File: config.mk
export PLATFORM = sky130hd
export DESIGN_NAME = tlv_stream_parser_core
export DESIGN_NICKNAME = d
export VERILOG_FILES = /design/src/hdl/tlvp_pkg.sv /design/src/hdl/tlv_stream_parser_core.sv /design/src/hdl/tlvp_in_stage.sv /design/src/hdl/tlvp_decoder.sv
export VERILOG_INCLUDE_DIRS = /design/src /design/src/hdl
export SDC_FILE = /design/constraint.sdc
export NUM_CORES = 1
export LEC_CHECK = 0
export BUFFER_PORTS_ARGS = -buffer_cell sky130_fd_sc_hd__buf_2
export CAP_MARGIN = 15
export CORE_UTILIZATION = 25
export CTS_CLUSTER_SIZE = 12
export DETAILED_ROUTE_END_ITERATION = 6
export GPL_TIMING_DRIVEN = 0
export HOLD_SLACK_MARGIN = 0.1
export PLACE_DENSITY = 0.4
export SYNTH_ARGS = -nofsm -noshare
export SYNTH_HDL_FRONTEND = slang
export SYNTH_SLANG_ARGS = --single-unit
File: constraint.sdc
create_clock -name clk_i -period 3.6 [get_ports clk_i]
set_clock_uncertainty 0.2 [all_clocks]
set_input_delay 0.36 -clock clk_i [delete_from_list [all_inputs] [get_ports clk_i]]
set_output_delay 0.36 -clock clk_i [all_outputs]
set_load 0.02 [all_outputs]
File: src/hdl/tlv_stream_parser_core_assert.svh
// Assertion macros for the TLV stream parser.
// Included by the modules that carry concurrent checks; needs clk_i and rst_ni in scope.
`ifndef TLV_STREAM_PARSER_CORE_ASSERT_SVH
`define TLV_STREAM_PARSER_CORE_ASSERT_SVH

`ifndef SYNTHESIS
// Check on every rising clock edge, switched off while reset is applied
`define TLVP_ASSERT(lbl, prop) \
  lbl: assert property (@(posedge clk_i) disable iff (!rst_ni) prop) \
    else $error("tlvp check failed");
// Same check, with a message of the caller's choosing
`define TLVP_ASSERT_MSG(lbl, prop, msg) \
  lbl: assert property (@(posedge clk_i) disable iff (!rst_ni) prop) \
    else $error(msg);
`else
`define TLVP_ASSERT(lbl, prop)
`define TLVP_ASSERT_MSG(lbl, prop, msg)
`endif

`endif

File: src/hdl/tlvp_pkg.sv
// Shared types and constants of the TLV stream parser.
// No dependencies; imported by every module of the parser.
`default_nettype none

package tlvp_pkg;

  // Width of a decoded length and the byte limit for continuation lengths
  localparam int unsigned LEN_W         = 28;
  localparam int unsigned MAX_LEN_BYTES = 4;
  localparam logic [LEN_W-1:0] LEN_MAX  = '1;

  // Classification of each byte
  typedef enum logic [1:0] {
    KIND_TAG = 2'd0,
    KIND_LEN = 2'd1,
    KIND_VAL = 2'd2,
    KIND_IGN = 2'd3
  } kind_e;

  // Block status, reported on the final byte
  typedef enum logic [1:0] {
    ERR_NONE     = 2'd0,
    ERR_TAG      = 2'd1,
    ERR_OVERFLOW = 2'd2,
    ERR_TRUNC    = 2'd3
  } err_e;

  // One input item
  typedef struct packed {
    logic [7:0] data_byte;
    logic       block_end;
  } in_item_t;

  // One result item
  typedef struct packed {
    kind_e            byte_kind;
    logic [7:0]       tag;
    logic [7:0]       value_byte;
    logic [LEN_W-1:0] field_length;
    logic             element_end;
    logic             block_done;
    err_e             status;
  } result_t;

endpackage

`default_nettype wire

File: src/hdl/tlv_stream_parser_core.sv
// TLV stream parser: one result item per input byte; an accepted byte passes the input
// register and the decode step into the output register. Throughput is one item per cycle while
// the output is not stalled; a stalled result holds the decode step and then the input.
// Reset (rst_ni low, asynchronous) empties both registers, sets the length format to
// 0 and puts the parser at the start of a block.
// Built from tlvp_in_stage and tlvp_decoder; types from tlvp_pkg.
`default_nettype none

module tlv_stream_parser_core (
  input  logic                       clk_i,
  input  logic                       rst_ni,
  // configuration write
  input  logic                       cfg_valid_i,
  output logic                       cfg_ready_o,
  input  logic                       cfg_length_format_i,
  // input items
  input  logic                       in_valid_i,
  output logic                       in_ready_o,
  input  logic [7:0]                 data_byte_i,
  input  logic                       block_end_i,
  // result items
  output logic                       out_valid_o,
  input  logic                       out_ready_i,
  output logic [1:0]                 byte_kind_o,
  output logic [7:0]                 tag_o,
  output logic [7:0]                 value_byte_o,
  output logic [tlvp_pkg::LEN_W-1:0] field_length_o,
  output logic                       element_end_o,
  output logic                       block_done_o,
  output logic [1:0]                 status_o
);
  import tlvp_pkg::*;

  `include "tlv_stream_parser_core_assert.svh"

  logic     length_format_q;
  in_item_t in_item;
  in_item_t s1_item;
  logic     s1_valid;
  logic     step;
  result_t  result;
  result_t  out_q;
  logic     out_valid_q;

  // Configuration register, always ready
  assign cfg_ready_o = 1'b1;

  always_ff @(posedge clk_i or negedge rst_ni) begin
    if (!rst_ni) begin
      length_format_q <= 1'b0;
    end else if (cfg_valid_i) begin
      length_format_q <= cfg_length_format_i;
    end
  end

  assign in_item.data_byte = data_byte_i;
  assign in_item.block_end = block_end_i;

  // Decode one item when the output register has room
  assign step = s1_valid && (!out_valid_q || out_ready_i);

  tlvp_in_stage u_in_stage (
    .clk_i      (clk_i),
    .rst_ni     (rst_ni),
    .in_valid_i (in_valid_i),
    .in_ready_o (in_ready_o),
    .item_i     (in_item),
    .take_i     (step),
    .valid_o    (s1_valid),
    .item_o     (s1_item)
  );

  tlvp_decoder u_decoder (
    .clk_i           (clk_i),
    .rst_ni          (rst_ni),
    .step_i          (step),
    .length_format_i (length_format_q),
    .item_i          (s1_item),
    .result_o        (result)
  );

  // Output register
  always_ff @(posedge clk_i or negedge rst_ni) begin
    if (!rst_ni) begin
      out_valid_q <= 1'b0;
    end else if (step) begin
      out_valid_q <= 1'b1;
    end else if (out_ready_i) begin
      out_valid_q <= 1'b0;
    end
  end

  always_ff @(posedge clk_i) begin
    if (step) begin
      out_q <= result;
    end
  end

  assign out_valid_o    = out_valid_q;
  assign byte_kind_o    = out_q.byte_kind;
  assign tag_o          = out_q.tag;
  assign value_byte_o   = out_q.value_byte;
  assign field_length_o = out_q.field_length;
  assign element_end_o  = out_q.element_end;
  assign block_done_o   = out_q.block_done;
  assign status_o       = out_q.status;

  // Status is only reported on the final byte of a block
  `TLVP_ASSERT_MSG(a_status_on_done,
                   (out_valid_o && !block_done_o) |-> (status_o == ERR_NONE),
                   "status set outside block end")
  // Value byte is zero unless the byte is a value byte
  `TLVP_ASSERT(a_value_zero, (out_valid_o && (byte_kind_o != KIND_VAL)) |-> (value_byte_o == 8'h00))
  // An element can only end on a length or value byte
  `TLVP_ASSERT(a_end_kind,
               (out_valid_o && element_end_o) |->
               ((byte_kind_o == KIND_LEN) || (byte_kind_o == KIND_VAL)))

endmodule

`default_nettype wire

File: src/hdl/tlvp_in_stage.sv
// Input register of the TLV stream parser: holds one item for the decode step.
// Depends on tlvp_pkg for the item type.
`default_nettype none

module tlvp_in_stage (
  input  logic              clk_i,
  input  logic              rst_ni,
  input  logic              in_valid_i,
  output logic              in_ready_o,
  input  tlvp_pkg::in_item_t item_i,
  input  logic              take_i,
  output logic              valid_o,
  output tlvp_pkg::in_item_t item_o
);
  import tlvp_pkg::*;

  logic     valid_q;
  in_item_t item_q;

  // Room when empty or when the held item leaves this cycle
  assign in_ready_o = !valid_q || take_i;

  // Occupancy flag
  always_ff @(posedge clk_i or negedge rst_ni) begin
    if (!rst_ni) begin
      valid_q <= 1'b0;
    end else if (in_valid_i && in_ready_o) begin
      valid_q <= 1'b1;
    end else if (take_i) begin
      valid_q <= 1'b0;
    end
  end

  // Payload, no reset needed
  always_ff @(posedge clk_i) begin
    if (in_valid_i && in_ready_o) begin
      item_q <= item_i;
    end
  end

  assign valid_o = valid_q;
  assign item_o  = item_q;

endmodule

`default_nettype wire

File: src/hdl/tlvp_decoder.sv
// Per-byte decode of the TLV stream: parse state and the next-state logic.
// Depends on tlvp_pkg and the assertion macro header.
`default_nettype none

module tlvp_decoder (
  input  logic              clk_i,
  input  logic              rst_ni,
  input  logic              step_i,
  input  logic              length_format_i,
  input  tlvp_pkg::in_item_t item_i,
  output tlvp_pkg::result_t  result_o
);
  import tlvp_pkg::*;

  `include "tlv_stream_parser_core_assert.svh"

  localparam int unsigned NEXT_W = LEN_W + 7;

  // Parse phase codes
  localparam logic [1:0] PH_TAG = 2'd0;
  localparam logic [1:0] PH_LEN = 2'd1;
  localparam logic [1:0] PH_VAL = 2'd2;
  localparam logic [1:0] PH_IGN = 2'd3;

  logic [1:0]       phase_q, phase_d;
  logic             first_q, first_d;
  logic [7:0]       tag_q, tag_d;
  logic [LEN_W-1:0] acc_q, acc_d;
  logic [2:0]       cnt_q, cnt_d;
  logic [LEN_W-1:0] rem_q, rem_d;
  err_e             err_q, err_d;

  logic [7:0]       b;
  logic             last;
  logic [2:0]       cnt_inc;
  logic [NEXT_W-1:0] len_next;
  logic             more;
  logic             ovf;
  logic [LEN_W-1:0] rem_dec;
  logic             set_err;
  err_e             err_code;
  logic             bad_tag;

  assign b    = item_i.data_byte;
  assign last = item_i.block_end;

  // Length byte count saturates at seven
  assign cnt_inc = (cnt_q < 3'd7) ? cnt_q + 3'd1 : cnt_q;

  // Candidate length after this byte, for both formats
  always_comb begin
    if (!length_format_i) begin
      more     = b[7];
      len_next = (cnt_inc == 3'd1) ? NEXT_W'(b[6:0]) : {acc_q, b[6:0]};
    end else begin
      more     = (b == 8'hFF);
      len_next = (cnt_inc == 3'd1) ? NEXT_W'(b) : NEXT_W'(acc_q) + NEXT_W'(b);
    end
  end

  assign ovf     = len_next > NEXT_W'(LEN_MAX);
  assign rem_dec = (rem_q != '0) ? rem_q - LEN_W'(1) : rem_q;

  // Tag placement rule
  assign bad_tag = length_format_i ? ((b == 8'h00) && !first_q)
                                   : ((b == 8'h00) != first_q);

  // Next state and result
  always_comb begin
    phase_d  = phase_q;
    first_d  = first_q;
    tag_d    = tag_q;
    acc_d    = acc_q;
    cnt_d    = cnt_q;
    rem_d    = rem_q;
    err_d    = err_q;
    set_err  = 1'b0;
    err_code = ERR_NONE;
    result_o = '0;
    result_o.byte_kind = KIND_IGN;

    case (phase_q)
      PH_TAG: begin
        // a lone tag byte that ends the block is ignored
        if (!last) begin
          result_o.byte_kind = KIND_TAG;
          tag_d   = b;
          acc_d   = '0;
          cnt_d   = '0;
          phase_d = PH_LEN;
          first_d = 1'b0;
          if (bad_tag) begin
            set_err  = 1'b1;
            err_code = ERR_TAG;
          end
        end
      end
      PH_LEN: begin
        result_o.byte_kind = KIND_LEN;
        cnt_d = cnt_inc;
        if (ovf) begin
          acc_d    = LEN_MAX;
          set_err  = 1'b1;
          err_code = ERR_OVERFLOW;
        end else begin
          acc_d = len_next[LEN_W-1:0];
          if (more) begin
            if (!length_format_i && (cnt_inc >= 3'(MAX_LEN_BYTES))) begin
              set_err  = 1'b1;
              err_code = ERR_OVERFLOW;
            end else if (last) begin
              set_err  = 1'b1;
              err_code = ERR_TRUNC;
            end
          end else if (len_next[LEN_W-1:0] == '0) begin
            result_o.element_end = 1'b1;
            phase_d = PH_TAG;
          end else begin
            rem_d   = len_next[LEN_W-1:0];
            phase_d = PH_VAL;
            if (last) begin
              set_err  = 1'b1;
              err_code = ERR_TRUNC;
            end
          end
        end
      end
      PH_VAL: begin
        result_o.byte_kind  = KIND_VAL;
        result_o.value_byte = b;
        rem_d = rem_dec;
        if (rem_dec == '0) begin
          result_o.element_end = 1'b1;
          phase_d = PH_TAG;
        end else if (last) begin
          set_err  = 1'b1;
          err_code = ERR_TRUNC;
        end
      end
      default: ;
    endcase

    // Only the first error of a block is kept
    if (set_err) begin
      if (err_q == ERR_NONE) begin
        err_d = err_code;
      end
      phase_d = PH_IGN;
    end

    result_o.tag          = tag_d;
    result_o.field_length = acc_d;
    result_o.block_done   = last;
    result_o.status       = last ? err_d : ERR_NONE;

    // Final byte: back to the start of a new block
    if (last) begin
      phase_d = PH_TAG;
      first_d = 1'b1;
      tag_d   = '0;
      acc_d   = '0;
      cnt_d   = '0;
      rem_d   = '0;
      err_d   = ERR_NONE;
    end
  end

  // Parse state
  always_ff @(posedge clk_i or negedge rst_ni) begin
    if (!rst_ni) begin
      phase_q <= PH_TAG;
      first_q <= 1'b1;
      tag_q   <= '0;
      acc_q   <= '0;
      cnt_q   <= '0;
      rem_q   <= '0;
      err_q   <= ERR_NONE;
    end else if (step_i) begin
      phase_q <= phase_d;
      first_q <= first_d;
      tag_q   <= tag_d;
      acc_q   <= acc_d;
      cnt_q   <= cnt_d;
      rem_q   <= rem_d;
      err_q   <= err_d;
    end
  end

  // A value phase always has bytes left to come
  `TLVP_ASSERT(a_val_rem_nonzero, (phase_q == PH_VAL) |-> (rem_q != '0))
  // The final byte of a block leaves the parser ready for a fresh block
  `TLVP_ASSERT(a_block_restart,
               (step_i && last) |=> ((phase_q == PH_TAG) && first_q && (err_q == ERR_NONE)))

endmodule

`default_nettype wire
[Word-level counts from Yosys, hierarchy flattened]
Cells that the tools add are included.
Word-level totals
  memories kept: 0
  bits in latches: 0
  ROM bits: 0
  RAM bits: 0
  register bits after elaboration: 134
Cells by class
  equality and inequality tests: 11
  muxes and demuxes: 61
  multipliers: 0
  order comparisons: 3
  divide/modulo/power cells: 0
  $add $sub $neg: 3
  reductions and logical operators: 26
  shifts and indexed selects: 0
  bitwise gates (word level): 0
Operators by type and width (count)
  2-to-1 mux 28 bit: 8
  case mux 28 bit (2 select lines): 2
  2-to-1 mux 35 bit: 3
  logical NOT 28 bit: 2
  > comparator 35 x 28 -> 1 bit (second input constant): 1
  2-to-1 mux 2 bit: 16
  adder 28 x 8 -> 29 bit: 1
  nonzero test 28 bit: 1
  subtractor 28 x 1 -> 28 bit (second input constant): 1
  2-to-1 mux 8 bit: 3
  2-to-1 mux 1 bit: 21
  case mux 2 bit (3 select lines): 3
  AND reduction 5 bit: 2
  inequality test 3 bit (second input constant): 3
  equality test 8 bit (second input constant): 1
  logical NOT 8 bit: 1
  inequality test 4 bit (second input constant): 2
  2-to-1 mux 3 bit: 2
  case mux 3 bit (2 select lines): 1
  nonzero test 2 bit: 3
  nonzero test 3 bit: 2
  nonzero test 5 bit: 1
  logical AND 1 bit: 4
  logical NOT 1 bit: 4
  other kinds (13): 16

[Depth between registers and ports, before layout]
  depth after elaboration: 13
  mapped depth: 16

[Cells and area by module]
Synthesis repeated with hierarchy kept, for this count alone.
Second synthesis, totals
  cells, all modules: 874
  area total of the unflattened synthesis: 8159.1 um^2
By module, submodules not included
  tlvp_decoder: sequential area each 1803.0 um^2, cells an instance 803, times used 1, area each 6238.5 um^2
  tlv_stream_parser_core: sequential area each 1551.5 um^2, cells an instance 58, times used 1, area each 1596.5 um^2
  tlvp_in_stage: sequential area each 295.3 um^2, cells an instance 13, times used 1, area each 324.1 um^2

[Least setup slack after synthesis]
Ideal clock, no wire load.
  kind: register -> register
  start: register u_in_stage.item_q, in the netlist u_in_stage.item_o[1]
  end: register u_decoder.rem_q[25]
  path slack: -0.430 ns
  stages on the path, launching flop included: 16
  required time: 3.274 ns
  data arrival time: 3.704 ns
  buffers on the path: 1
  clock period less this slack: 4.030 ns
  cell sequence: edfxtp_1 -> ha_1 -> inv_1 -> fa_1 -> nand2b_1 -> a211oi_2 -> o21ai_1 -> o31ai_1 -> a31o_2 -> nor4bb_1 -> nand2_1 -> or2_1 -> a21boi_1 -> buf_2 -> o22ai_1 -> a221o_1
On the way
  longest elaborated chain between the ends: 8
  elaborated cells between the ends (all ways): 17
Ends and longest elaborated chain
  from (decl): RTL line tlvp_in_stage.sv:18  | in_item_t item_q;
  from (signal assigned): RTL line tlvp_in_stage.sv:37  | item_q <= item_i;
  branches (longest 8 deep; another with > comparator 35 x 28 -> 1 bit)
  to (signal assigned): RTL line tlvp_decoder.sv:184  | rem_q <= rem_d;
  to (decl): RTL line tlvp_decoder.sv:30  | logic [LEN_W-1:0] rem_q, rem_d;
Several ways; the timed one is not identified. The select of a mux whose other input is x is not followed.
A chain may end at the register's enable or synchronous reset.

[Worst setup path in the final report]
Same ends and word-level chain as after synthesis.

==> impl_results.rst <==
.. list-table::
   :header-rows: 1

   * - Metric
     - Value
   * - Most common flop cell mapped by yosys
     - dfrtp_1
   * - Mean instance size in the synthesized netlist
     - 9.24 µm²
   * - Top Metal Used
     - met4
   * - Std-Cell Rows
     - 65
   * - Time the final worst path needs with I/O delays and setup
     - 3.95 ns
   * - Remaining DRCs
     - 0
   * - Clk pin slew, worst setup/hold paths
     - 0.07 ns
   * - Core Area
     - 31,800 µm²
   * - Remaining antenna violation count after routing
     - 0
   * - Total grt overflow
     - 0
   * - Worst-Margin Slew
     - 1.10 ns
   * - Wire length of the first global-routing pass
     - 49,300 µm
   * - Number of inserted diodes
     - 0
   * - Overall die area
     - 33,300 µm²
   * - Global router's overall resource usage
     - 19.9%
   * - Source-to-sink clock delay at the later pin of the worst-skew pair
     - 0.44 ns
   * - Total half-perimeter wirelength after legalization and detailed placement
     - 21,700 µm
   * - CP delay by family, top
     - simple AND/OR/NAND/NOR gates
   * - Max incr delay on CP
     - 0.47 ns
   * - Final Slew Violations
     - 0
   * - Sequential share of the synthesized area
     - 44.8%
   * - Number of input and output port buffers inserted
     - 66
   * - Setup repair after global routing missed its margin
     - yes
   * - Placed cell areas
     - 9170 µm²
   * - Number of H-tree levels
     - 4
   * - Clock buffer count from CTS
     - 17
   * - Clk sinks
     - 134
   * - Proportion of register bits with asynchronous set or reset after synthesis
     - 56.0%
   * - Horizontal die dimension
     - 182 µm
   * - Flop2flop setup slack
     - -0.35 ns
   * - Initial antenna violation count
     - 0
   * - Data required time at the worst endpoint
     - 3.71 ns
   * - Total of endpoints with negative setup slack in the final report
     - 34
   * - Cell breakdown of the critical path
     - ha_4 -> buf_4 -> a211oi_4 -> buf_4 -> nor2_1 -> xor2_1 -> nor4b_2 -> a41oi_1 -> nor4b_4 -> nand4_1 -> or2_4 -> a21boi_4 -> buf_12 -> buf_12 -> o22ai_2 -> a221o_1
   * - Largest area contributor in the synthesized netlist
     - dfrtp_1
   * - Area of all placed cells without fillers
     - 11,600 µm²
   * - Wirelength, routed
     - 32,500 µm
   * - Max Fclk
     - 0.253 GHz
   * - DR WL met2
     - 14,600 µm
   * - Crit path max fanout
     - 8
   * - Starting utilization of the core area
     - 25.6%
   * - Arrival time at the worst endpoint
     - 4.06 ns
   * - Top-area cell type share of the netlist area
     - 22.7%
   * - Max Cap Viol
     - 0
   * - Number of hold violations in the final report
     - 0
   * - Drt pass-1 iters
     - 6
   * - Final sum of negative setup slack
     - -7.46 ns
   * - Slack of the critical path
     - -0.349 ns
   * - CTS tree
     - done
   * - Via count of the first global-routing pass
     - 7,804
   * - Detailed-routing wirelength on met1
     - 15,000 µm
   * - Total of fill cells in the finished design
     - 3,295
   * - Initial DRC Count
     - 605
   * - Synthesized netlist net count
     - 912
   * - Power Density
     - 843 nW/µm²
   * - Sort of element at the start of the critical path
     - flop
   * - Routed length per instance
     - 21.4 µm
   * - Synth-to-Final Area Change
     - 42.5%
   * - Final GP Congestion
     - 0.900
   * - Register bit count reported by yosys
     - 134
   * - Fin nets
     - 1,105
   * - Io pins
     - 68
   * - Fraction of final layout cells with drive strength greater than 1
     - 35.0%
   * - Largest net degree at the start of global routing
     - 60
   * - Number of enable-type register cells in the synthesized netlist
     - 59
   * - Violations in the final reports
     - negative setup slack
   * - Met3 WL post-DR
     - 1940 µm
   * - Top cells by area, synth
     - dfrtp_1, edfxtp_1, o21ai_0
   * - Highest-delay cell along the critical path
     - edfxtp_1
   * - Number of buffer and inverter stages on the critical path
     - 4
   * - Via-per-instance ratio
     - 5.27
   * - Root Driver
     - clkbuf_16
   * - Synth unique cells
     - 82
   * - Final critical-path share of the clock period
     - 110%
   * - Category of the critical setup timing path
     - flop to flop
   * - Max clock buf depth
     - 2
   * - Gate count of the mapped netlist
     - 881
   * - Chip height
     - 182 µm
   * - Worst rel slew slack
     - 26.7%
   * - Overall via count from detail_route
     - 8,017
   * - Worst vdd rail ir drop
     - 0.339 mV
   * - Class of the worst hold path
     - primary input to async pin
   * - Cell area after technology mapping
     - 8140 µm²
   * - CP Capture Type
     - flop
   * - Outcome
     - finished with violations
   * - Synth Warn #
     - 0
   * - Leakage component of the power
     - 4.73 nW
==> cells by family after synthesis <==
kind of cell | Yosys count | synth area share (%)
compound gates | 307 | 25.1
buf+inv | 77 | 3.93
simple gates | 312 | 19.6
other cells | 1 | 0.0461
mux | 14 | 1.84
xor+xnor | 20 | 2.15
fa+ha+maj | 16 | 2.55
flops | 134 | 44.8
==> worst paths after layout <==
kind                                      start                  end  cells past startpoint
setup / recovery           u_in_stage.item_o[1]  u_decoder.rem_q[25]                     16
hold / removal                           rst_ni   u_in_stage.valid_o                      2
setup reg to reg           u_in_stage.item_o[1]  u_decoder.rem_q[25]                     16
hold reg to reg            u_in_stage.item_o[0]         block_done_o                      0
max in group asynchronous                rst_ni    u_decoder.first_q                      3
min in group clk_i         u_in_stage.item_o[0]         block_done_o                      0
==> through the flow <==
stage	total power, mW	hold WS, ns	instances	utilization (%)	setup slack, ns
floorplan	5.11	-0.136	881	-	-0.108
global placement	6.42	0.240	1382	28.7	-1.47
detailed placement	6.39	0.0771	1383	28.8	-1.44
CTS	9.47	0.166	1502	35.3	-0.358
global route	10.3	0.180	1522	36.5	-0.458
finish	9.78	0.161	1522	36.5	-0.349
==> synth_stat cells, drive strengths merged, types with 15 or more instances <==
cell type	number
nand3	20
nor4	21
clkbuf	47
ha	15
nor3	26
a22o	39
dfrtp	74
edfxtp	59
a21oi	68
nand2	85
nand2b	15
o21ai	94
inv	17
nor2	73
==> final cells by class <==
class | count | area, µm² | share of cell area [%]
multi-input cells | 670 | 5070 | 43.7
well taps | 435 | 544 | 4.69
clock inverters | 15 | 159 | 1.37
inverters | 17 | 63.8 | 0.550
repair buffers | 178 | 1330 | 11.4
flip-flops and latches | 134 | 3660 | 31.5
plain buffers | 56 | 349 | 3.01
clock buffers | 17 | 425 | 3.67
==> cell usage in the layout, fill, tap and decap left out, types with 11 or more instances in the layout <==
cell / count
a21o_1: 12
a21oi_1: 60
a22o_1: 39
and2_1: 11
buf_2: 69
buf_4: 86
clkbuf_1: 35
clkbuf_16: 19
dfrtp_1: 65
dlygate4sd3_1: 15
edfxtp_1: 59
inv_1: 15
nand2_1: 78
nand2b_1: 12
nand3_1: 15
nand4_1: 11
nor2_1: 72
nor3_1: 16
nor4_1: 11
o21ai_0: 49
o21ai_1: 20
o21ai_2: 24
xor2_1: 11
==> power breakdown <==
part           total, mW  internal (mW)  switching, mW  leakage [nW]
combinational       5.72           2.31           3.41          2.86
clock               1.80          0.984          0.820         0.284
sequential          2.26           1.95          0.312          1.59
total               9.78           5.24           4.54          4.73
==> per-layer routing <==
layer / vias up / global-route usage (%)
met5: - / 0
met4: 0 / 8.50
met3: 56 / 3.87
met2: 267 / 30.2
met1: 3965 / 27.5
li1: 3729 / -
==> flip-flops by register name, summed over array words and instances, names as in the netlist, 3 cells and up <==
signal             flops
u_decoder.cnt_q        3
u_in_stage.item_o      9
field_length_o        28
u_decoder.tag_q        8
value_byte_o           8
tag_o                  8
u_decoder.rem_q       28
u_decoder.acc_q       28
==> what timing repair did <==
action | 4_1_cts | 5_1_grt
pin swaps | 70 | 35
setup endpoints to repair | 80 | 47
setup buffers | 69 | 28
resized for setup | 182 | 69
cloned | 5 | 0
hold buffers | 15 | 0
endpoints found under the hold margin | 86 | 0
Note: power is estimated with default switching activity, not from simulation.
